## config.mk

```make
export PLATFORM = sky130hd
export DESIGN_NAME = cau_step
export DESIGN_NICKNAME = d
export VERILOG_FILES = /design/src/rtl/complex_arithmetic_unit_assert.svh /design/src/rtl/cau_pkg.sv /design/src/rtl/cau_step.sv
export SDC_FILE = /design/constraint.sdc
export NUM_CORES = 1
export LEC_CHECK = 0
export BUFFER_PORTS_ARGS = -buffer_cell sky130_fd_sc_hd__buf_2
export CORE_AREA = 2 2 380 382
export DETAILED_ROUTE_END_ITERATION = 16
export DIE_AREA = 0 0 382 384
export PLACE_DENSITY_LB_ADDON = 0.2
export SYNTH_ARGS = -nofsm -noshare
export SYNTH_HDL_FRONTEND = slang
export SYNTH_SLANG_ARGS = --single-unit
export TNS_END_PERCENT = 30
```

## constraint.sdc

```tcl
create_clock -name clk -period 11.2 [get_ports clk]
set_input_delay 0 -clock clk [delete_from_list [all_inputs] [get_ports clk]]
set_output_delay 0 -clock clk [all_outputs]
set_load 0.05 [all_outputs]
```

## src/rtl/complex_arithmetic_unit_assert.svh

```systemverilog
// Assertion macros for the complex arithmetic unit.
// Expects clk and rst in the scope of each use.
`ifndef COMPLEX_ARITHMETIC_UNIT_ASSERT_SVH
`define COMPLEX_ARITHMETIC_UNIT_ASSERT_SVH

// same-cycle implication
`define CAU_ASSERT_IMP(label, ante, cons, msg) \
  label: assert property (@(posedge clk) disable iff (rst) (ante) |-> (cons)) \
    else $error(msg);

// next-cycle implication
`define CAU_ASSERT_NEXT(label, ante, cons, msg) \
  label: assert property (@(posedge clk) disable iff (rst) (ante) |=> (cons)) \
    else $error(msg);

`endif

```

## src/rtl/cau_pkg.sv

```systemverilog
// Package for the complex arithmetic unit: widths, codes, stage record,
// arctangent table and shared arithmetic helpers. No dependencies.
`timescale 1ns / 1ps
`default_nettype none

package cau_pkg;

  localparam int FRAC_BITS_IN = 8;
  localparam int F2           = 2 * FRAC_BITS_IN;
  localparam int UP_SH        = 16 - FRAC_BITS_IN;
  localparam int MUL_UP       = (F2 <= 16) ? 16 - F2 : 0;
  localparam int MUL_DN       = (F2 > 16) ? F2 - 16 : 0;
  localparam int MUL_RND      = (F2 > 16) ? (1 << (F2 - 17)) : 0;

  localparam int NUM_W        = 32;
  localparam int DIV_W        = 48;
  localparam int RAD_W        = 64 - F2;
  localparam int ROOT_W       = RAD_W / 2;
  localparam int SREM_W       = ROOT_W + 2;
  localparam int CORDIC_STEPS = 24;
  localparam int CW           = 50;
  localparam int ZW           = 27;
  localparam int NSTEP        = DIV_W;

  localparam logic [31:0] HALF_PI_Q16 = 32'd102944;

  localparam logic [2:0] OP_ADD = 3'd0;
  localparam logic [2:0] OP_SUB = 3'd1;
  localparam logic [2:0] OP_MUL = 3'd2;
  localparam logic [2:0] OP_DIV = 3'd3;
  localparam logic [2:0] OP_MOD = 3'd4;
  localparam logic [2:0] OP_ARG = 3'd5;

  localparam logic [1:0] ST_OK  = 2'd0;
  localparam logic [1:0] ST_ERR = 2'd1;
  localparam logic [1:0] ST_SAT = 2'd2;

  typedef struct packed {
    logic [2:0]               op;
    logic                     fast;
    logic [31:0]              fast_re;
    logic [31:0]              fast_im;
    logic [1:0]               fast_status;
    logic [NUM_W-1:0]         den;
    logic                     re_neg;
    logic                     im_neg;
    logic [DIV_W-1:0]         re_nq;
    logic [DIV_W-1:0]         im_nq;
    logic [NUM_W-1:0]         re_rem;
    logic [NUM_W-1:0]         im_rem;
    logic [RAD_W-1:0]         rad;
    logic [SREM_W-1:0]        srem;
    logic [ROOT_W-1:0]        root;
    logic signed [CW-1:0]     cx;
    logic signed [CW-1:0]     cy;
    logic signed [ZW-1:0]     cz;
    logic                     cneg;
  } iter_t;

  // arctan(2^-i) in units of 2^-24 rad
  function automatic logic signed [ZW-1:0] atan_tab(input logic [4:0] idx);
    logic signed [ZW-1:0] v;
    unique case (idx)
      5'd0:  v = ZW'(13176795);
      5'd1:  v = ZW'(7778716);
      5'd2:  v = ZW'(4110060);
      5'd3:  v = ZW'(2086331);
      5'd4:  v = ZW'(1047214);
      5'd5:  v = ZW'(524117);
      5'd6:  v = ZW'(262123);
      5'd7:  v = ZW'(131069);
      5'd8:  v = ZW'(65536);
      5'd9:  v = ZW'(32768);
      5'd10: v = ZW'(16384);
      5'd11: v = ZW'(8192);
      5'd12: v = ZW'(4096);
      5'd13: v = ZW'(2048);
      5'd14: v = ZW'(1024);
      5'd15: v = ZW'(512);
      5'd16: v = ZW'(256);
      5'd17: v = ZW'(128);
      5'd18: v = ZW'(64);
      5'd19: v = ZW'(32);
      5'd20: v = ZW'(16);
      5'd21: v = ZW'(8);
      5'd22: v = ZW'(4);
      5'd23: v = ZW'(2);
      default: v = '0;
    endcase
    return v;
  endfunction

  // {saturated, value}
  function automatic logic [32:0] sat32(input logic signed [63:0] v);
    logic [32:0] r;
    if (v > 64'sd2147483647) r = {1'b1, 32'h7FFF_FFFF};
    else if (v < -64'sd2147483648) r = {1'b1, 32'h8000_0000};
    else r = {1'b0, v[31:0]};
    return r;
  endfunction

  // 2*FRAC_BITS_IN fraction bits to 16, rounding half up when narrowing
  function automatic logic signed [63:0] prod_to_q16(input logic signed [63:0] p);
    logic signed [63:0] r;
    if (F2 <= 16) r = p <<< MUL_UP;
    else r = (p + 64'(MUL_RND)) >>> MUL_DN;
    return r;
  endfunction

endpackage

`default_nettype wire

```

## src/rtl/cau_step.sv

```systemverilog
// One iteration stage: a quotient bit for each divider, a root bit and a
// CORDIC rotation, as the stage index calls for. Uses cau_pkg.
`timescale 1ns / 1ps
`default_nettype none

module cau_step import cau_pkg::*; #(
  parameter int STEP = 0
) (
  input  logic  clk,
  input  logic  rst,
  input  logic  adv,
  input  logic  vld_in,
  input  iter_t stg_in,
  output logic  vld,
  output iter_t stg
);

  iter_t stg_next;

  always_ff @(posedge clk) begin
    if (rst) begin
      vld <= 1'b0;
    end else if (adv) begin
      vld <= vld_in;
    end
  end

  always_ff @(posedge clk) begin
    if (adv) begin
      stg <= stg_next;
    end
  end

  always_comb begin
    logic [NUM_W:0]         t_re, t_im, dext;
    logic                   ge_re, ge_im, ge_sq;
    logic [SREM_W+1:0]      r2, trial;
    logic signed [CW-1:0]   dx, dy;

    stg_next = stg_in;

    dext  = {1'b0, stg_in.den};
    t_re  = {stg_in.re_rem, stg_in.re_nq[DIV_W-1]};
    t_im  = {stg_in.im_rem, stg_in.im_nq[DIV_W-1]};
    ge_re = (t_re >= dext);
    ge_im = (t_im >= dext);
    stg_next.re_rem = ge_re ? NUM_W'(t_re - dext) : t_re[NUM_W-1:0];
    stg_next.im_rem = ge_im ? NUM_W'(t_im - dext) : t_im[NUM_W-1:0];
    stg_next.re_nq  = {stg_in.re_nq[DIV_W-2:0], ge_re};
    stg_next.im_nq  = {stg_in.im_nq[DIV_W-2:0], ge_im};

    r2    = {stg_in.srem, stg_in.rad[RAD_W-1 -: 2]};
    trial = (SREM_W+2)'({stg_in.root, 2'b01});
    ge_sq = (r2 >= trial);
    if (STEP < ROOT_W) begin
      stg_next.srem = ge_sq ? SREM_W'(r2 - trial) : r2[SREM_W-1:0];
      stg_next.root = {stg_in.root[ROOT_W-2:0], ge_sq};
      stg_next.rad  = stg_in.rad << 2;
    end

    dx = $signed(stg_in.cy) >>> STEP;
    dy = $signed(stg_in.cx) >>> STEP;
    if (STEP < CORDIC_STEPS) begin
      if (!stg_in.cy[CW-1]) begin
        stg_next.cx = stg_in.cx + dx;
        stg_next.cy = stg_in.cy - dy;
        stg_next.cz = stg_in.cz + atan_tab(5'(STEP));
      end else begin
        stg_next.cx = stg_in.cx - dx;
        stg_next.cy = stg_in.cy + dy;
        stg_next.cz = stg_in.cz - atan_tab(5'(STEP));
      end
    end
  end

endmodule

`default_nettype wire

```

---- Yosys cells after proc, flatten, opt, wreduce, memory -nomap -nowiden ----
Index checks and enable logic that the tools add are counted.
operators by class
  add/subtract/negate cells ............... 8
  $lt $le $gt $ge ......................... 3
  multiplexer cells ....................... 4
operator list
  operator                number
  $mux 127                1
  $sub 50x50->50          2
  $ge 33x32->1            2
  $mux 32                 2
  $sub 32x32->32          2
  $add 50x50->50          1
  $ge 28x26->1            1
  $add 27x25->27 const B  1
  $sub 27x25->27 const B  1
  $mux 26                 1
  $sub 26x26->26          1
storage, ports and cells
  register bits ........................... 489
  output and inout bits ................... 491
  word-level logic and storage cells ...... 35

---- Depth between registers and ports, before layout ----
  depth in word-level cells ............... 2
  depth in mapped cells ................... 15
  mapped depth without buffers ............ 13

---- Worst setup path after synthesis ----
No wires, ideal clock.
  path kind ............................... input port to flip-flop
  start ................................... input port stg_in[77] (netlist name)
  end ..................................... register stg[27] (netlist name), data pin
  arrival time ............................ 3.452 ns
  data required time ...................... 10.936 ns
  slack ................................... 7.484 ns
  cell stages on the path ................. 14
  path buffers ............................ 2
  cell sequence ........................... inv_2 clkbuf_1 clkbuf_1 ha_1 a2111oi_0 o21ai_0 a41oi_1 o311a_1 o21ai_0 a21o_1 a21oi_1 o21bai_1 a221oi_1 xnor2_1
RTL lines
  what                  line            text
  start, declared       cau_step.sv:13  input iter_t stg_in,
  end signal, assigned  cau_step.sv:30  stg <= stg_next;
  end, declared         cau_step.sv:15  output iter_t stg

==> metrics.md <==
| Metric | Value |
|---|---|
| CTS root buf | `clkbuf_16` |
| Initial drt markers | `2,412` |
| Max layer used | `met5` |
| RSZ-0062 raised after global routing | `false` |
| Most frequent cells in the layout | `buf_2, dlygate4sd3_1, edfxtp_1` |
| Predominant post-synthesis flop cell | `edfxtp_1` |
| FF-to-FF Start | `vld` |
| Synthesis-stage register bit count | `488` |
| WL met3 | `approximately 14,000 um` |
| Syn-to-layout area delta | `46.63%` |
| Pin count of the biggest net entering global routing | `between 150 and 200` |
| Lkg Pwr | `between 15 and 20 nW` |
| Total track usage | `22.16%` |
| Post-Place Worst Slack | `6898 ps` |
| Final Net Count | `roughly 5,200` |
| Global route total overflow | `0` |
| ANT nets after route | `0` |
| Worst Hold Class | `input port to flop` |
| Synth unique cells | `87` |
| Max Slew Vio Count | `0` |
| Die height | `384 um` |
| Final instance area | `45,170 sq um` |
| Post-Syn Area | `30,800 sq um` |
| Total Routed Length | `170,100 um` |
| Minimum clock period | `4757 ps` |
| Post-route setup TNS | `0 ps` |
| Vias in the first global route | `around 29,000` |
| Fin. Hold Viols | `0` |
| Slew HR | `about a quarter` |
| RR Endpoint | `vld` |
| Post-synth EDFFs | `487` |
| Post-cts resize count | `0` |
| I/O pins | `985` |
| Crit. Startpoint | `stg_in[128]` |
| Worst-case clock buffer depth | `3` |
| Initial Utilization | `a little over a fifth` |
| Number of H-tree levels | `3` |
| Sequential area share after synthesis | `47.54%` |
| Area of the die | `146,700 sq um` |
| Max Cap Viol | `0` |
| YS warnings | `0` |
| Outcome | `completed` |
| Cell Rows | `139` |
| Commonest non-fill, non-tap cell in the layout | `buf_2` |
| Mean number of vias per cell | `approximately 4.7` |
| Final period util | `42.47%` |
| Clk_lat worst skew | `around 660 ps` |
| Chip width | `382 um` |
| # port buffers | `approximately 1,000` |
| Mean post-synth cell area | `10.48 sq um` |
| Worst path slowest cell | `o21ai_2` |
| Startpoint Class | `input port` |
| HPWL after detailed placement | `141,400 um` |
| Measured slew at the worst slew-check pin | `approximately 1100 ps` |
| CTS Buf Count | `67` |
| Share of layout cells above drive strength 1 | `26.17%` |
| First-pass GRT wire length | `227,900 um` |
| Wire length on met1 | `67,830 um` |
| Worst Slack Setup Final | `6443 ps` |
| DP Area | `37,800 sq um` |
| Maximum fanout along the worst path | `34` |
| Met2 routed WL | `between 80,000 and 90,000 um` |
| FF-to-FF setup slack | `10,040 ps` |
| Critical Path Sink Type | `flop` |
| Vias | `30,060` |
| DR DRC count | `0` |
| Critical path cell sequence | `dlygate4sd3_1 > buf_2 > inv_1 > ha_1 > nor2b_1 > o21ai_1 > o22ai_1 > o41ai_2 > o21ai_1 > a221o_1 > a311o_1 > o21ai_2 > inv_2 > nor2_1 > a21oi_1 > dlygate4sd3_1` |
| Async SR Flop Fraction | `0%` |
| Routability Congestion | `0.9556` |
| Worst vdd ir | `about 0.000098 V` |
| Total Power | `roughly 7 mW` |
| Core area | `142,800 sq um` |
| Worst-path clk slew | `50 ps` |
| CTS Sinks | `488` |
| Initial antenna violation count | `113` |
| Worst EP required | `11,600 ps` |
| Power Dens Cells | `156.7 nW/um^2` |
| WHS | `49.46 ps` |
| WS Path Type | `input port to flop` |
| CP endpoint | `stg[155]` |
| Reg2Reg Depth | `3` |
| DR pass1 iterations | `5` |
| TritonCTS clock tree | `done` |
| Slowest cell delay on critical path | `680 ps` |
| Post-synthesis cell count | `2,939` |
| Worst Path Arrival | `5150 ps` |
| Worst-case clock skew | `0 ps` |
| Fill count | `14,940` |
| Final setup vio count | `0` |
| Routed wire length per instance | `26.53 um` |
| F_max | `210.2 MHz` |
[synth_stat cells (23+ instances only)]
| library cell | instances | share of area (%) |
|---|---|---|
| nand2b_1 | 29 | 0.59 |
| nand4_1 | 31 | 0.63 |
| xnor2_1 | 148 | 4.2 |
| mux2_2 | 42 | 1.5 |
| nand3_1 | 51 | 0.83 |
| inv_1 | 242 | 2.9 |
| clkbuf_1 | 53 | 0.65 |
| a211oi_1 | 23 | 0.56 |
| nor2_1 | 212 | 2.6 |
| o21ai_0 | 163 | 2.6 |
| edfxtp_1 | 487 | 47 |
| nand2_1 | 173 | 2.1 |
| a21o_1 | 83 | 2.0 |
| a31oi_1 | 23 | 0.47 |
| xor2_1 | 49 | 1.4 |
| o21a_1 | 31 | 0.76 |
| o21bai_1 | 52 | 1.3 |
| o31ai_1 | 24 | 0.58 |
| nor3_1 | 37 | 0.60 |
| a21oi_1 | 340 | 5.5 |
| nor2b_1 | 30 | 0.61 |
| and3_1 | 23 | 0.47 |
| ha_1 | 278 | 11 |
[where the power goes]
part           total (mW)  switching, mW  internal [mW]
logic                2.48           1.74          0.736
clock network        2.19          0.936           1.26
registers            2.41          0.116           2.29
[stage by stage]
stage / utilization [%] / instances
after floorplan: - / 2940
after global placement: 26.47 / 5740
after detailed placement: 26.47 / 5740
after CTS: 31.56 / 6366
after global routing: 31.59 / 6386
final: 31.63 / 6410
[critical path: cells and delay by family]
family / cells / cell delay [ps]
AOI/OAI and AO/OA: 8 / 2660
buffers and inverters: 5 / 1780
adders and majority gates: 1 / 350
and+or+nand+nor: 2 / 350
[what timing repair did]
action / 4_1_cts / 5_1_grt
endpoints found under the setup margin: 0 / 0
buffers inserted: 0 / 0
endpoints found under the hold margin: 502 / 0
hold buffers: 505 / 0
[cell families after synthesis]
kind of cell,Yosys count,share of synthesized area [%]
compound gates,887,18.10
xor+xnor,197,5.601
fa+ha+maj,284,11.68
buf+inv,348,4.460
flops,488,47.54
mux,65,2.287
other cells,1,0.01217
simple gates,669,10.31
[cell type report]
type | count | area, sq um | share of cell area [%]
clock inverter | 43 | 481.7 | 1.067
timing repair buffer | 1501 | 10100 | 22.36
antenna | 44 | 110.1 | 0.2438
inverter | 249 | 935.9 | 2.072
multi-input combinational | 2104 | 14800 | 32.76
tap | 1903 | 2381 | 5.272
clock buffer | 78 | 1718 | 3.803
sequential | 488 | 14640 | 32.42
[registers in the layout (all words and copies together), names as in the netlist]
| register | flops |
|---|---|
| stg | 487 |
| vld | 1 |
[worst min path at each step]
stage	startpoint	endpoint	depth (start not counted)	slack, ps
6_report	stg_in[429]	stg[429]	2	50
3_3_place_gp	rst	vld	2	180
3_5_place_dp	rst	vld	2	170
2_1_floorplan	rst	vld	1	70
4_1_cts	stg_in[205]	stg[207]	2	0.2
5_1_grt	stg_in[200]	stg[202]	2	30
[layer usage]
metal	up-vias	GRT usage (%)
li1	13750	-
met1	14660	26.55
met2	1341	38.02
met3	285	5.644
met4	26	8.370
met5	-	0
(Power assumes the default switching activity.)
