--- config.mk ---
export PLATFORM = sky130hd
export DESIGN_NAME = cau_back
export DESIGN_NICKNAME = d
export VERILOG_FILES = /design/src/rtl/complex_arithmetic_unit_assert.svh /design/src/rtl/cau_pkg.sv /design/src/rtl/cau_back.sv
export SDC_FILE = /design/constraint.sdc
export NUM_CORES = 1
export LEC_CHECK = 0
export BUFFER_PORTS_ARGS = -buffer_cell sky130_fd_sc_hd__buf_2
export CAP_MARGIN = 25
export CORE_AREA = 2 2 217 219
export CTS_BUF_LIST = sky130_fd_sc_hd__clkbuf_8
export DETAILED_ROUTE_END_ITERATION = 16
export DIE_AREA = 0 0 219 221
export SYNTH_ARGS = -nofsm -noshare
export SYNTH_HDL_FRONTEND = slang
export SYNTH_SLANG_ARGS = --single-unit
--- constraint.sdc ---
create_clock -name clk -period 9.55 [get_ports clk]
set_input_delay 0.955 -clock clk [delete_from_list [all_inputs] [get_ports clk]]
set_output_delay 0.955 -clock clk [all_outputs]
set_load 0.02 [all_outputs]
--- src/rtl/complex_arithmetic_unit_assert.svh ---
// Assertion macros for the complex arithmetic unit.
// Expects clk and rst in the scope of each use.
`ifndef COMPLEX_ARITHMETIC_UNIT_ASSERT_SVH
`define COMPLEX_ARITHMETIC_UNIT_ASSERT_SVH

// same-cycle implication
`define CAU_ASSERT_IMP(label, ante, cons, msg) \
  label: assert property (@(posedge clk) disable iff (rst) (ante) |-> (cons)) \
    else $error(msg);

// next-cycle implication
`define CAU_ASSERT_NEXT(label, ante, cons, msg) \
  label: assert property (@(posedge clk) disable iff (rst) (ante) |=> (cons)) \
    else $error(msg);

`endif

--- src/rtl/cau_pkg.sv ---
// Package for the complex arithmetic unit: widths, codes, stage record,
// arctangent table and shared arithmetic helpers. No dependencies.
`timescale 1ns / 1ps
`default_nettype none

package cau_pkg;

  localparam int FRAC_BITS_IN = 8;
  localparam int F2           = 2 * FRAC_BITS_IN;
  localparam int UP_SH        = 16 - FRAC_BITS_IN;
  localparam int MUL_UP       = (F2 <= 16) ? 16 - F2 : 0;
  localparam int MUL_DN       = (F2 > 16) ? F2 - 16 : 0;
  localparam int MUL_RND      = (F2 > 16) ? (1 << (F2 - 17)) : 0;

  localparam int NUM_W        = 32;
  localparam int DIV_W        = 48;
  localparam int RAD_W        = 64 - F2;
  localparam int ROOT_W       = RAD_W / 2;
  localparam int SREM_W       = ROOT_W + 2;
  localparam int CORDIC_STEPS = 24;
  localparam int CW           = 50;
  localparam int ZW           = 27;
  localparam int NSTEP        = DIV_W;

  localparam logic [31:0] HALF_PI_Q16 = 32'd102944;

  localparam logic [2:0] OP_ADD = 3'd0;
  localparam logic [2:0] OP_SUB = 3'd1;
  localparam logic [2:0] OP_MUL = 3'd2;
  localparam logic [2:0] OP_DIV = 3'd3;
  localparam logic [2:0] OP_MOD = 3'd4;
  localparam logic [2:0] OP_ARG = 3'd5;

  localparam logic [1:0] ST_OK  = 2'd0;
  localparam logic [1:0] ST_ERR = 2'd1;
  localparam logic [1:0] ST_SAT = 2'd2;

  typedef struct packed {
    logic [2:0]               op;
    logic                     fast;
    logic [31:0]              fast_re;
    logic [31:0]              fast_im;
    logic [1:0]               fast_status;
    logic [NUM_W-1:0]         den;
    logic                     re_neg;
    logic                     im_neg;
    logic [DIV_W-1:0]         re_nq;
    logic [DIV_W-1:0]         im_nq;
    logic [NUM_W-1:0]         re_rem;
    logic [NUM_W-1:0]         im_rem;
    logic [RAD_W-1:0]         rad;
    logic [SREM_W-1:0]        srem;
    logic [ROOT_W-1:0]        root;
    logic signed [CW-1:0]     cx;
    logic signed [CW-1:0]     cy;
    logic signed [ZW-1:0]     cz;
    logic                     cneg;
  } iter_t;

  // arctan(2^-i) in units of 2^-24 rad
  function automatic logic signed [ZW-1:0] atan_tab(input logic [4:0] idx);
    logic signed [ZW-1:0] v;
    unique case (idx)
      5'd0:  v = ZW'(13176795);
      5'd1:  v = ZW'(7778716);
      5'd2:  v = ZW'(4110060);
      5'd3:  v = ZW'(2086331);
      5'd4:  v = ZW'(1047214);
      5'd5:  v = ZW'(524117);
      5'd6:  v = ZW'(262123);
      5'd7:  v = ZW'(131069);
      5'd8:  v = ZW'(65536);
      5'd9:  v = ZW'(32768);
      5'd10: v = ZW'(16384);
      5'd11: v = ZW'(8192);
      5'd12: v = ZW'(4096);
      5'd13: v = ZW'(2048);
      5'd14: v = ZW'(1024);
      5'd15: v = ZW'(512);
      5'd16: v = ZW'(256);
      5'd17: v = ZW'(128);
      5'd18: v = ZW'(64);
      5'd19: v = ZW'(32);
      5'd20: v = ZW'(16);
      5'd21: v = ZW'(8);
      5'd22: v = ZW'(4);
      5'd23: v = ZW'(2);
      default: v = '0;
    endcase
    return v;
  endfunction

  // {saturated, value}
  function automatic logic [32:0] sat32(input logic signed [63:0] v);
    logic [32:0] r;
    if (v > 64'sd2147483647) r = {1'b1, 32'h7FFF_FFFF};
    else if (v < -64'sd2147483648) r = {1'b1, 32'h8000_0000};
    else r = {1'b0, v[31:0]};
    return r;
  endfunction

  // 2*FRAC_BITS_IN fraction bits to 16, rounding half up when narrowing
  function automatic logic signed [63:0] prod_to_q16(input logic signed [63:0] p);
    logic signed [63:0] r;
    if (F2 <= 16) r = p <<< MUL_UP;
    else r = (p + 64'(MUL_RND)) >>> MUL_DN;
    return r;
  endfunction

endpackage

`default_nettype wire

--- src/rtl/cau_back.sv ---
// Back end: signs, rounds and saturates the iterated results and holds
// the output word; also drives the pipeline advance. Uses cau_pkg.
`timescale 1ns / 1ps
`default_nettype none

module cau_back import cau_pkg::*; (
  input  logic        clk,
  input  logic        rst,
  input  logic        last_vld,
  input  iter_t       last,
  input  logic        out_stall,
  output logic        adv,
  output logic        out_valid,
  output logic [31:0] result_real,
  output logic [31:0] result_imag,
  output logic [1:0]  status
);

  logic [31:0] re_next, im_next;
  logic [1:0]  status_next;

  assign adv = !(last_vld && out_valid && out_stall);

  always_comb begin
    logic [63:0]        qre_u, qim_u;
    logic signed [63:0] qre, qim, zr, arg;
    logic [32:0]        s_re, s_im, s_root, s_arg;

    qre_u  = 64'(last.re_nq);
    qim_u  = 64'(last.im_nq);
    qre    = last.re_neg ? -$signed(qre_u) : $signed(qre_u);
    qim    = last.im_neg ? -$signed(qim_u) : $signed(qim_u);
    zr     = (64'($signed(last.cz)) + 64'sd128) >>> 8;
    arg    = last.cneg ? -zr : zr;
    s_re   = sat32(qre);
    s_im   = sat32(qim);
    s_root = sat32($signed(64'(last.root)));
    s_arg  = sat32(arg);

    re_next     = '0;
    im_next     = '0;
    status_next = ST_OK;
    if (last.fast) begin
      re_next     = last.fast_re;
      im_next     = last.fast_im;
      status_next = last.fast_status;
    end else begin
      unique case (last.op)
        OP_DIV: begin
          re_next     = s_re[31:0];
          im_next     = s_im[31:0];
          status_next = (s_re[32] | s_im[32]) ? ST_SAT : ST_OK;
        end
        OP_MOD: begin
          re_next     = s_root[31:0];
          status_next = s_root[32] ? ST_SAT : ST_OK;
        end
        OP_ARG: begin
          re_next     = s_arg[31:0];
          status_next = s_arg[32] ? ST_SAT : ST_OK;
        end
        default: begin
          status_next = ST_OK;
        end
      endcase
    end
  end

  always_ff @(posedge clk) begin
    if (rst) begin
      out_valid <= 1'b0;
    end else if (adv && last_vld) begin
      out_valid <= 1'b1;
    end else if (!out_stall) begin
      out_valid <= 1'b0;
    end
  end

  always_ff @(posedge clk) begin
    if (adv && last_vld) begin
      result_real <= re_next;
      result_imag <= im_next;
      status      <= status_next;
    end
  end

endmodule

`default_nettype wire

# Yosys cells after proc, flatten, opt, wreduce, memory -nomap -nowiden
# Cells that the tools add are included.
word_totals:
  elab_cells: 42
  register_bits: 67
  in_bits: 494
  out_inout_bits: 68
classes:
  bitwise_logic: 1
  order_cmp: 6
  n_mux: 19
  reduce_logical: 4
  n_eq_ne: 4
  n_addsub: 4
op_table:
  columns: ["operator", "n"]
  rows:
  - ["$mux W33", 6]
  - ["$gt A64 B32 Y1 const B", 3]
  - ["$lt A64 B32 Y1 const B", 3]
  - ["$mux W64", 3]
  - ["$neg A48 Y64", 2]
  - ["$mux W32", 3]
  - ["$pmux W32 S3", 1]
  - ["$neg A20 Y64", 1]
  - ["$add A27 B9 Y28 const B", 1]
  - ["$eq A3 B3 Y1 const B", 2]
  - ["$mux W2", 3]
  - ["$pmux W2 S2", 1]
  - ["$eq A3 B2 Y1 const B", 1]
  - ["$logic_and A1 B1 Y1", 3]
  - ["$mux W1", 2]
  - ["$ne A2 B1 Y1 const B", 1]
  - ["$logic_not A1 Y1", 1]
  - ["$or A1 B1 Y1", 1]

# Longest topological paths before layout
# Gate-level depths: netlist of the first run.
depth:
  depth_word: 9
  mapped_depth: 21
  depth_no_buf: 17

# Worst setup path before layout of the first run
# OpenSTA, ideal clock, no wires.
synth_timing:
  kind: "input -> register"
  start: "input port last_vld"
  end: "register result_imag[0], enable pin"
  path_slack_ps: 3189
  n_path_buf: 0
  setup_ps: 592
  stages: 1
  required_ps: 8958
  arrival_time_ps: 5769
  cell_sequence: "a21boi_0"
synth_via:
  elab_chain_cells: 4
synth_rtl:
  columns: ["element", "line_no", "text"]
  rows:
  - ["start: declaration", "cau_back.sv:9", "input logic last_vld,"]
  - ["$logic_and A1 B1 Y1 (2 in a row)", "cau_back.sv:22", "assign adv = !(last_vld && out_valid && out_stall);"]
  - ["$logic_not A1 Y1", "cau_back.sv:22", null]
  - ["$logic_and A1 B1 Y1 *", "cau_back.sv:80", "if (adv && last_vld) begin"]
  - ["end signal: assignment", "cau_back.sv:82", "result_imag <= im_next;"]
  - ["end: declaration", "cau_back.sv:15", "output logic [31:0] result_imag,"]
# Every way passes the cells marked *; elsewhere a longest branch is shown, timed or not.
# A chain may end at the register's enable or synchronous reset.

# Worst setup path in the final report of the first run
layout_timing:
  start: "input port last[9] (netlist bit)"
  end: "register result_real[16], data pin"
layout_via:
  elab_chain_cells: 8
  elab_cells_between_ends: 9
  classes_between: "add/sub (2); order compare (2); mux (5)"
layout_rtl:
  columns: ["element", "line_no", "text"]
  rows:
  - ["start: declaration", "cau_back.sv:10", "input iter_t last,"]
  - ["$add A27 B9 Y28 *", "cau_back.sv:33", "zr = (64'($signed(last.cz)) + 64'sd128) >>> 8;"]
  - ["$neg A20 Y64", "cau_back.sv:34", "arg = last.cneg ? -zr : zr;"]
  - ["$mux W64 *", "cau_back.sv:34", null]
  - ["$lt A64 B32 Y1", "cau_pkg.sv:97", "else if (v < -64'sd2147483648) r = {1'b1, 32'h8000_0000};"]
  - ["$mux W33", "cau_pkg.sv:97", null]
  - ["$mux W33 *", "cau_pkg.sv:96", "if (v > 64'sd2147483647) r = {1'b1, 32'h7FFF_FFFF};"]
  - ["$pmux W32 S3 *", "cau_back.sv:48", "unique case (last.op)"]
  - ["$mux W32 *", "cau_back.sv:43", "if (last.fast) begin"]
  - ["named net re_next[16]", "cau_back.sv:19", "logic [31:0] re_next, im_next;"]
  - ["end signal: assignment", "cau_back.sv:81", "result_real <= re_next;"]
  - ["end: declaration", "cau_back.sv:14", "output logic [31:0] result_real,"]
# The timed path passes the listed nets; every way through them passes the cells marked *.

==> flow_metrics.tcl, run 1 <==
set metrics [dict create \
    gp_congestion 0.906 \
    grt_max_degree 67 \
    met3_length_um 3620 \
    max-cap-violations 0 \
    ys.flop_type "edfxtp_1" \
    power_switching_uw 381 \
    drc 0 \
    start_kind "input port" \
    finalCritPeriodShare_pct 70.4 \
    status "complete, no violations" \
    crit_buf_inv 1 \
    coreArea_um2 46100 \
    crit_end "result_real[16]" \
    wl_met2_um 20700 \
    cts_setup_buffers 0 \
    grt-ovfl-total 0 \
    path_class "in2reg" \
    r2r_end "result_real[30]" \
    nets 1783 \
    cts_hold_buf 0 \
    total_power_uw 1000 \
    grt_pass1_vias 9348 \
    synthToLayoutAreaGrowth_pct 28.5 \
    switching_share_pct 38.1 \
    synth_common_cells "100 x nand2_1, 78 x a21oi_1, 67 x nor3_1, 66 x edfxtp_1, 62 x nor2_1" \
    slew_headroom_pct 35.2 \
    cp_cell_sequence "buf_2 > ha_1 > nand4_1 > nor4_1 > nand3_1 > nor3_1 > o22ai_1 > nor2_1 > nand2_1 > ha_1 > or4_1 > nor4_1 > nand4b_1 > nand2_1 > nand2_1 > nand2b_1 > a21boi_4 > a31oi_1" \
    postSynthCellCount 1033 \
    syn-cell-area_um2 7960 \
    synth_nets 1544 \
    h-tree-depth 3 \
    vias_per_cell 5.20 \
    wl_per_cell_um 22.7 \
    fp.dieW_um 219 \
    cellPowerDensity_nw_per_um2 97.8 \
    yosysMostFrequentCell "nand2_1" \
    ys_top_cells_by_area "edfxtp_1 25%, xnor2_1 6.2%, a21oi_1 4.9%" \
    setup_violations 0 \
    cts_buffers 9 \
    cp-startpoint "last[9]" \
    initialDrtViolationCount 1218 \
    wl_um 42900 \
    cts_sinks 67 \
    slew_viol_final 0 \
    start_util_pct 17.3 \
    r2r-start "out_valid" \
    final.setup_skew_ns 0.0147 \
    synth_edf_count 66 \
    drt_pass1_iterations 8 \
    clockRootBuffer "clkbuf_8" \
    n_fill_cell 5207 \
    clockPowerShare_pct 29.8 \
    wl_met1_um 17700 \
    slowest_delay_ns 0.81 \
    die-area_um2 48400 \
    comb_power_share_pct 34.5 \
    route.vias.total 9814 \
    clock_path_buffers 2 \
    avgSynthCellArea_um2 7.70 \
    clock.fmax_mhz 149 \
    hp-start "out_valid" \
    worst_slew_pin_slew_ns 0.972 \
    internal-power_uw 619 \
    end_kind "flop" \
    ir_drop_mv 0.0558 \
    fin_util_pct 22.2 \
    async_flop_share_pct 0 \
    portBuffers 284 \
    p_seq_share_pct 35.8 \
    required_ns 9.55 \
    reg2reg_depth 2 \
    fp.dieH_um 221 \
    yosysWarnings 0 \
    rows 79 \
    cp_top_family "simple AND/OR/NAND/NOR gates" \
    power.leakage_uw 0.00359 \
    dp_hpwl_um 34400 \
    cpMaxStageDelayCell "nor4_1" \
    cp.depth 18 \
    critPathMostFrequentCell "nand2_1" \
    critPathMaxFanout 23 \
    top_layer "met5" \
    clkLatencyLatePin_ns 0.38 \
    antenna_found_initial 6 \
    synth_seq_cells 67 \
    postRouteAntennaNets 0 \
    tns_ns 0 \
    yosysTopAreaCell "edfxtp_1" \
    seq_area_frac_synth_pct 25.2 \
    final_layout_size_suffix_gt1_share_pct 27.4 \
    r2r_slack_ns 7.90 \
    synth_cell_types 78 \
    track_usage_pct 17.1 \
    grt_pass1_wl_um 61800 \
    rsz0062_at_grt "no" \
    synth_top_area_share_pct 24.9 \
    cts_tree "built" \
    pin_count 562 \
    arrival_ns 6.72 \
    holdCritPathClass "reg2reg" \
    period_needed_ns 6.73 \
    path_clk_slew_ns 0.09 \
    hold_violations 0 \
    post_cts_resized 0 \
]
==> worst reg2reg max path, cell delays in order (launching register included) <==
cell and delay, ns:
dfxtp_1 0.36, a21boi_4 0.13, buf_4 0.76
==> how the worst min path moves through the flow <==
stage	end	slack, ns	cells after the start
after global routing	out_valid	0.65	2
after floorplan	out_valid	0.60	2
final	out_valid	0.58	2
after CTS	out_valid	0.58	2
after global placement	out_valid	0.56	2
after detailed placement	out_valid	0.57	2
==> layout by cell type, fill, tap and decap left out, types with 17 or more instances in the layout <==
master      n
edfxtp_1   66
xnor2_1    56
a31oi_1    35
nor3_1     66
nand4_1    29
a222oi_1   19
or3_1      19
nor4_1     23
ha_1       17
o21ai_0    54
nand2_1   100
xor2_1     20
o31ai_1    22
buf_2     283
a21oi_1    77
inv_1      23
nor2_1     61
nand3_1    59
==> power groups by stage <==
stage	Clock (uW)	Sequential, uW	Combinational, uW
after floorplan	0	394	151
after global placement	0	364	341
final	298	357	345
after detailed placement	0	365	343
after CTS	311	358	345
after global routing	316	360	372
==> cell type report <==
type / instances / area, um2 / share of cell area (%)
clock inverters: 7 / 100 / 0.979
well taps: 607 / 759 / 7.43
inverters: 23 / 86.3 / 0.844
flip-flops and latches: 67 / 2000 / 19.6
multi-input cells: 872 / 5610 / 54.9
clock buffers: 9 / 124 / 1.21
diodes: 3 / 7.51 / 0.0734
repair buffers: 299 / 1540 / 15.0
==> sequential cells by signal, summed over array words and instances, names as in the netlist <==
signal       count
out_valid        1
result_imag     32
result_real     32
status           2
==> stage by stage <==
step	setup WS, ns	instance area (um2)	hold WS [ns]	instances
after global placement	2.57	9990	0.559	1868
after global routing	2.24	10200	0.651	1884
after CTS	2.87	10200	0.583	1884
after floorplan	3.19	7960	0.598	1033
final	2.82	10200	0.582	1887
after detailed placement	2.51	9990	0.570	1868
==> layer usage <==
metal	track usage, %	up-vias
met5	0	-
met1	21.5	4724
li1	-	4541
met4	3.86	8
met2	29.5	505
met3	3.96	36
==> kinds of logic after synthesis <==
family | count (synthesis) | synth area share (%)
mux | 4 | 0.503
compound gates | 326 | 28.5
fa+ha+maj | 17 | 2.67
flops | 67 | 25.2
xor+xnor | 76 | 8.36
simple gates | 449 | 30.1
buf+inv | 94 | 4.76
(Power assumes the default switching activity.)
==> inputs of run 2 (changes only) <==
- clock period: 9.55 -> 5.9 ns (I/O delays scaled with it)
==> run 2 against run 1 <==
Wire length rose by 1.0%; worst setup slack worse by 1.7 ns; count of clock-buffer cells in the layout did not move; total power rose by 62%; sequential share of layout area down 0.31 points.
==> flow_metrics.tcl, run 2 (same netlist as run 1, synthesis figures left out) <==
set metrics [dict create \
    status "complete, no violations" \
    wl_um 43300 \
    dp.cells 1887 \
    nets 1802 \
    rows 79 \
    pin_count 562 \
    worst_slew_pin_slew_ns 0.978 \
    grt_max_degree 70 \
    path_class "in2reg" \
    antenna_found_initial 11 \
    start_kind "input port" \
    end_kind "flop" \
    cpMaxStageDelayCell "or4_1" \
    synthToLayoutAreaGrowth_pct 30.6 \
    critPathMaxFanout 12 \
    wl_per_cell_um 22.7 \
    power.leakage_uw 0.00368 \
    route.vias.total 9949 \
    track_usage_pct 17.3 \
    dp_hpwl_um 34800 \
    cts_tree "built" \
    hold_violations 0 \
    initialDrtViolationCount 1072 \
    grt-ovfl-total 0 \
    cp_top_family "simple AND/OR/NAND/NOR gates" \
    clockRootBuffer "clkbuf_8" \
    arrival_ns 4.82 \
    path_clk_slew_ns 0.08 \
    required_ns 5.98 \
    coreArea_um2 46100 \
    clkLatencyLatePin_ns 0.39 \
    die-area_um2 48400 \
    cellPowerDensity_nw_per_um2 156 \
    finalCritPeriodShare_pct 80.3 \
    post_cts_resized 0 \
    internal-power_uw 1010 \
    h-tree-depth 3 \
    drt_pass1_iterations 8 \
    max-cap-violations 0 \
    slew_headroom_pct 34.8 \
    holdCritPathClass "in2reg" \
    cts_sinks 67 \
    portBuffers 284 \
    grt_pass1_wl_um 62000 \
    clock_path_buffers 2 \
    switching_share_pct 37.7 \
    comb_power_share_pct 35.2 \
    dpl_worst_slack_ns 0.794 \
    layout_commonest_cell "buf_2" \
    grt_pass1_vias 9225 \
    final.setup_skew_ns 0.0288 \
    cts_hold_buf 0 \
    ir_drop_mv 0.120 \
    fp.dieH_um 221 \
    power_switching_uw 610 \
    vias_per_cell 5.21 \
    n_fill_cell 5215 \
    gp_congestion 0.920 \
    slew_viol_final 0 \
    crit_buf_inv 3 \
    finalNonFillerCells 1909 \
    whs_ns 0.378 \
    rsz0062_at_grt "no" \
    reg_top3 "result_imag (32), result_real (32), status (2)" \
    final_layout_size_suffix_gt1_share_pct 28.4 \
    tns_ns 0 \
    postRouteAntennaNets 0 \
    fin_ws_ns 1.16 \
    cp_cell_sequence "buf_2 > ha_1 > xnor2_1 > ha_1 > or3b_2 > a21oi_1 > a41oi_1 > a211oi_1 > buf_4 > nand2_1 > ha_1 > or4_1 > nor4_1 > nand4b_1 > nand2_1 > nand2_1 > nand2b_1 > buf_4 > a21boi_0 > o221ai_1" \
    period_needed_ns 4.74 \
    cts_buffers 9 \
    fp.dieW_um 219 \
    clockPowerShare_pct 29.1 \
    clock.fmax_mhz 211 \
    placed_area_um2 10200 \
    start_util_pct 17.3 \
    layout_common_cells "283 x buf_2, 100 x nand2_1, 77 x a21oi_1" \
    p_seq_share_pct 35.7 \
    slowest_delay_ns 0.52 \
    cts_setup_buffers 0 \
    drc 0 \
    setup_violations 0 \
    final_area_um2 10400 \
]
## run 2: cell type report
type                       count  area (um2)  share of cell area, %
antenna                        6        15.0                  0.144
clock inverter                 7         101                  0.975
sequential                    67        2000                   19.3
tap                          607         759                   7.31
inverter                      23        86.3                  0.831
multi-input combinational    872        5600                   53.9
clock buffer                   9         124                   1.19
timing repair buffer         318        1700                   16.4
## run 2: per-layer routing
| layer | vias to the layer above | track usage (%) | share of wire, % |
|---|---|---|---|
| met5 | - | 0 | 0.046 |
| met4 | 4 | 4.60 | 2.4 |
| met3 | 47 | 3.89 | 9.6 |
| met2 | 594 | 29.2 | 48 |
| met1 | 4712 | 22.0 | 40 |
| li1 | 4592 | - | - |
## run 2: metrics by stage
step / utilization (%) / power, uW
2_1_floorplan: - / 880
3_3_place_gp: 22.0 / 1150
3_5_place_dp: 22.0 / 1160
4_1_cts: 22.5 / 1640
5_1_grt: 22.5 / 1710
6_report: 22.6 / 1620
## run 2: power groups by stage
stage / logic (uW) / registers [uW] / clock network (uW)
2_1_floorplan: 244 / 636 / 0
5_1_grt: 614 / 583 / 508
6_report: 570 / 579 / 471
3_5_place_dp: 566 / 591 / 0
4_1_cts: 569 / 581 / 491
3_3_place_gp: 562 / 590 / 0
## run 2: final timing paths
check,start,endpoint,slack (ns),cells after the start
setup / recovery,last[8],result_real[30],1.16,20
hold reg to reg,out_valid,out_valid,0.59,2
hold / removal,rst,out_valid,0.38,2
setup reg to reg,out_valid,result_real[30],4.25,2
==> inputs of run 3 (changes only) <==
- clock period: 5.9 -> 4.05 ns (I/O delays scaled with it)
==> run 3 against run 2 <==
Register-to-register slack got worse by 1.6 ns; largest cell class unchanged; clock skew down 0.015 ns; global-route usage hardly changed.
==> flow_metrics.tcl, run 3 (same netlist as run 1, synthesis figures left out) <==
set metrics [dict create \
    drc 0 \
    nets 1955 \
    dp_hpwl_um 35200 \
    rows 79 \
    cts_tree "built" \
    start_util_pct 17.3 \
    route.vias.total 10400 \
    portBuffers 284 \
    dpl_worst_slack_ns -0.491 \
    critPathMaxFanout 14 \
    fp.dieW_um 219 \
    period_needed_ns 3.89 \
    gp_congestion 0.987 \
    layout_commonest_cell "buf_2" \
    setup_violations 0 \
    wl_um 43100 \
    grt_pass1_vias 10200 \
    fp.dieH_um 221 \
    clkLatencyLatePin_ns 0.43 \
    critPathMostFrequentCell "nand2_1" \
    clock.fmax_mhz 257 \
    whs_ns 0.132 \
    layout_common_cells "284 x buf_2, 180 x buf_4, 100 x nand2_1" \
    final_layout_size_suffix_gt1_share_pct 37.7 \
    slew_viol_final 0 \
    h-tree-depth 3 \
    crit_buf_inv 4 \
    antenna_found_initial 10 \
    final.setup_skew_ns 0.0139 \
    coreArea_um2 46100 \
    worst_slew_pin_slew_ns 0.889 \
    cts_sinks 67 \
    finalCritPeriodShare_pct 96.1 \
    holdCritPathClass "in2reg" \
    slew_headroom_pct 40.7 \
    path_class "in2reg" \
    track_usage_pct 17.3 \
    die-area_um2 48400 \
    drt_pass1_iterations 8 \
    max-cap-violations 0 \
    grt-ovfl-total 0 \
    grt_pass1_wl_um 62600 \
    cpMaxStageDelayCell "or4_1" \
    end_kind "flop" \
    wl_per_cell_um 20.9 \
    n_fill_cell 5111 \
    clockRootBuffer "clkbuf_8" \
    reg_top3 "result_imag (32), result_real (32), status (2)" \
    cp_top_family "simple AND/OR/NAND/NOR gates" \
    pin_count 562 \
    cp_cell_sequence "buf_2 > ha_4 > nand4_1 > buf_4 > nor3_2 > or4_1 > a32o_1 > nor2_2 > buf_4 > nand2_1 > ha_2 > or4_1 > nor4_2 > nand4b_1 > nand2_1 > nand2_1 > nand2b_1 > a21boi_4 > buf_12 > a31oi_1" \
    clock_path_buffers 2 \
    start_kind "input port" \
    power.leakage_uw 0.00446 \
    grt_max_degree 60 \
    hold_violations 0 \
    arrival_ns 4.03 \
    status "complete, no violations" \
    vias_per_cell 5.05 \
    slowest_delay_ns 0.54 \
    cts_hold_buf 0 \
    initialDrtViolationCount 987 \
    path_clk_slew_ns 0.09 \
    rsz0062_at_grt "yes" \
    ir_drop_mv 0.224 \
    cts_buffers 9 \
    fin_ws_ns 0.159 \
    synthToLayoutAreaGrowth_pct 47.2 \
    cellPowerDensity_nw_per_um2 204 \
    required_ns 4.19 \
    postRouteAntennaNets 0 \
]
run 3: changes by cell type in the layout (fill, tap and decap cells not counted), moves of 2 or more:
cell and change:
a211oi_2 +4, ha_1 -4, nor4_1 -4, buf_4 +147
buf_12 +4, buf_6 +2, a21boi_1 +2, a211oi_1 -4
ha_2 +3, nor4_2 +3, nor3_1 -4, nor3_2 +3
a21boi_0 -3
run 3: final cells by class:
type	instances	area (um2)	share of cell area (%)
well taps	607	759	6.48
diodes	7	17.5	0.149
repair buffers	471	2900	24.7
flip-flops and latches	67	2000	17.1
multi-input cells	872	5760	49.1
clock buffers	9	124	1.06
inverters	23	86.3	0.737
clock inverters	7	76.3	0.651
run 3: stage by stage:
stage | utilization [%] | std cells | power (uW) | TNS (ns) | instance area (um2)
3_5_place_dp | 24.7 | 2032 | 1760 | -9.59 | 11400
4_1_cts | 25.1 | 2048 | 2410 | 0 | 11600
2_1_floorplan | - | 1033 | 1290 | -2.46 | 8080
3_3_place_gp | 24.7 | 2032 | 1750 | -8.22 | 11400
5_1_grt | 25.4 | 2061 | 2510 | 0 | 11700
6_report | 25.4 | 2063 | 2390 | 0 | 11700
run 3: what timing repair did:
action | CTS | global route
resized for setup | 1 | 17
gates cloned | 0 | 1
setup buffers | 0 | 7
endpoints found under the setup margin | 1 | 32
pin swaps | 0 | 14
run 3: where the power goes:
part	leakage, uW	switching, uW	internal, uW
combinational	0.00370	555	358
sequential	0.000666	16.8	826
clock	0.0000959	352	287
run 3: metal layers:
metal  wire length, um  up-vias  GRT usage, %
li1                  -     4901             -
met3              4000       81          4.99
met4              1590        2          8.11
met5                 8        -             0
met2             20500      558          28.4
met1             17100     4885          20.6
run 3: final timing paths:
path / start / endpoint / depth (start not counted) / slack [ns]
max: last[8] / result_real[19] / 20 / 0.16
min: rst / out_valid / 2 / 0.13
max reg2reg: out_valid / result_real[18] / 2 / 2.67
min reg2reg: out_valid / out_valid / 2 / 0.58
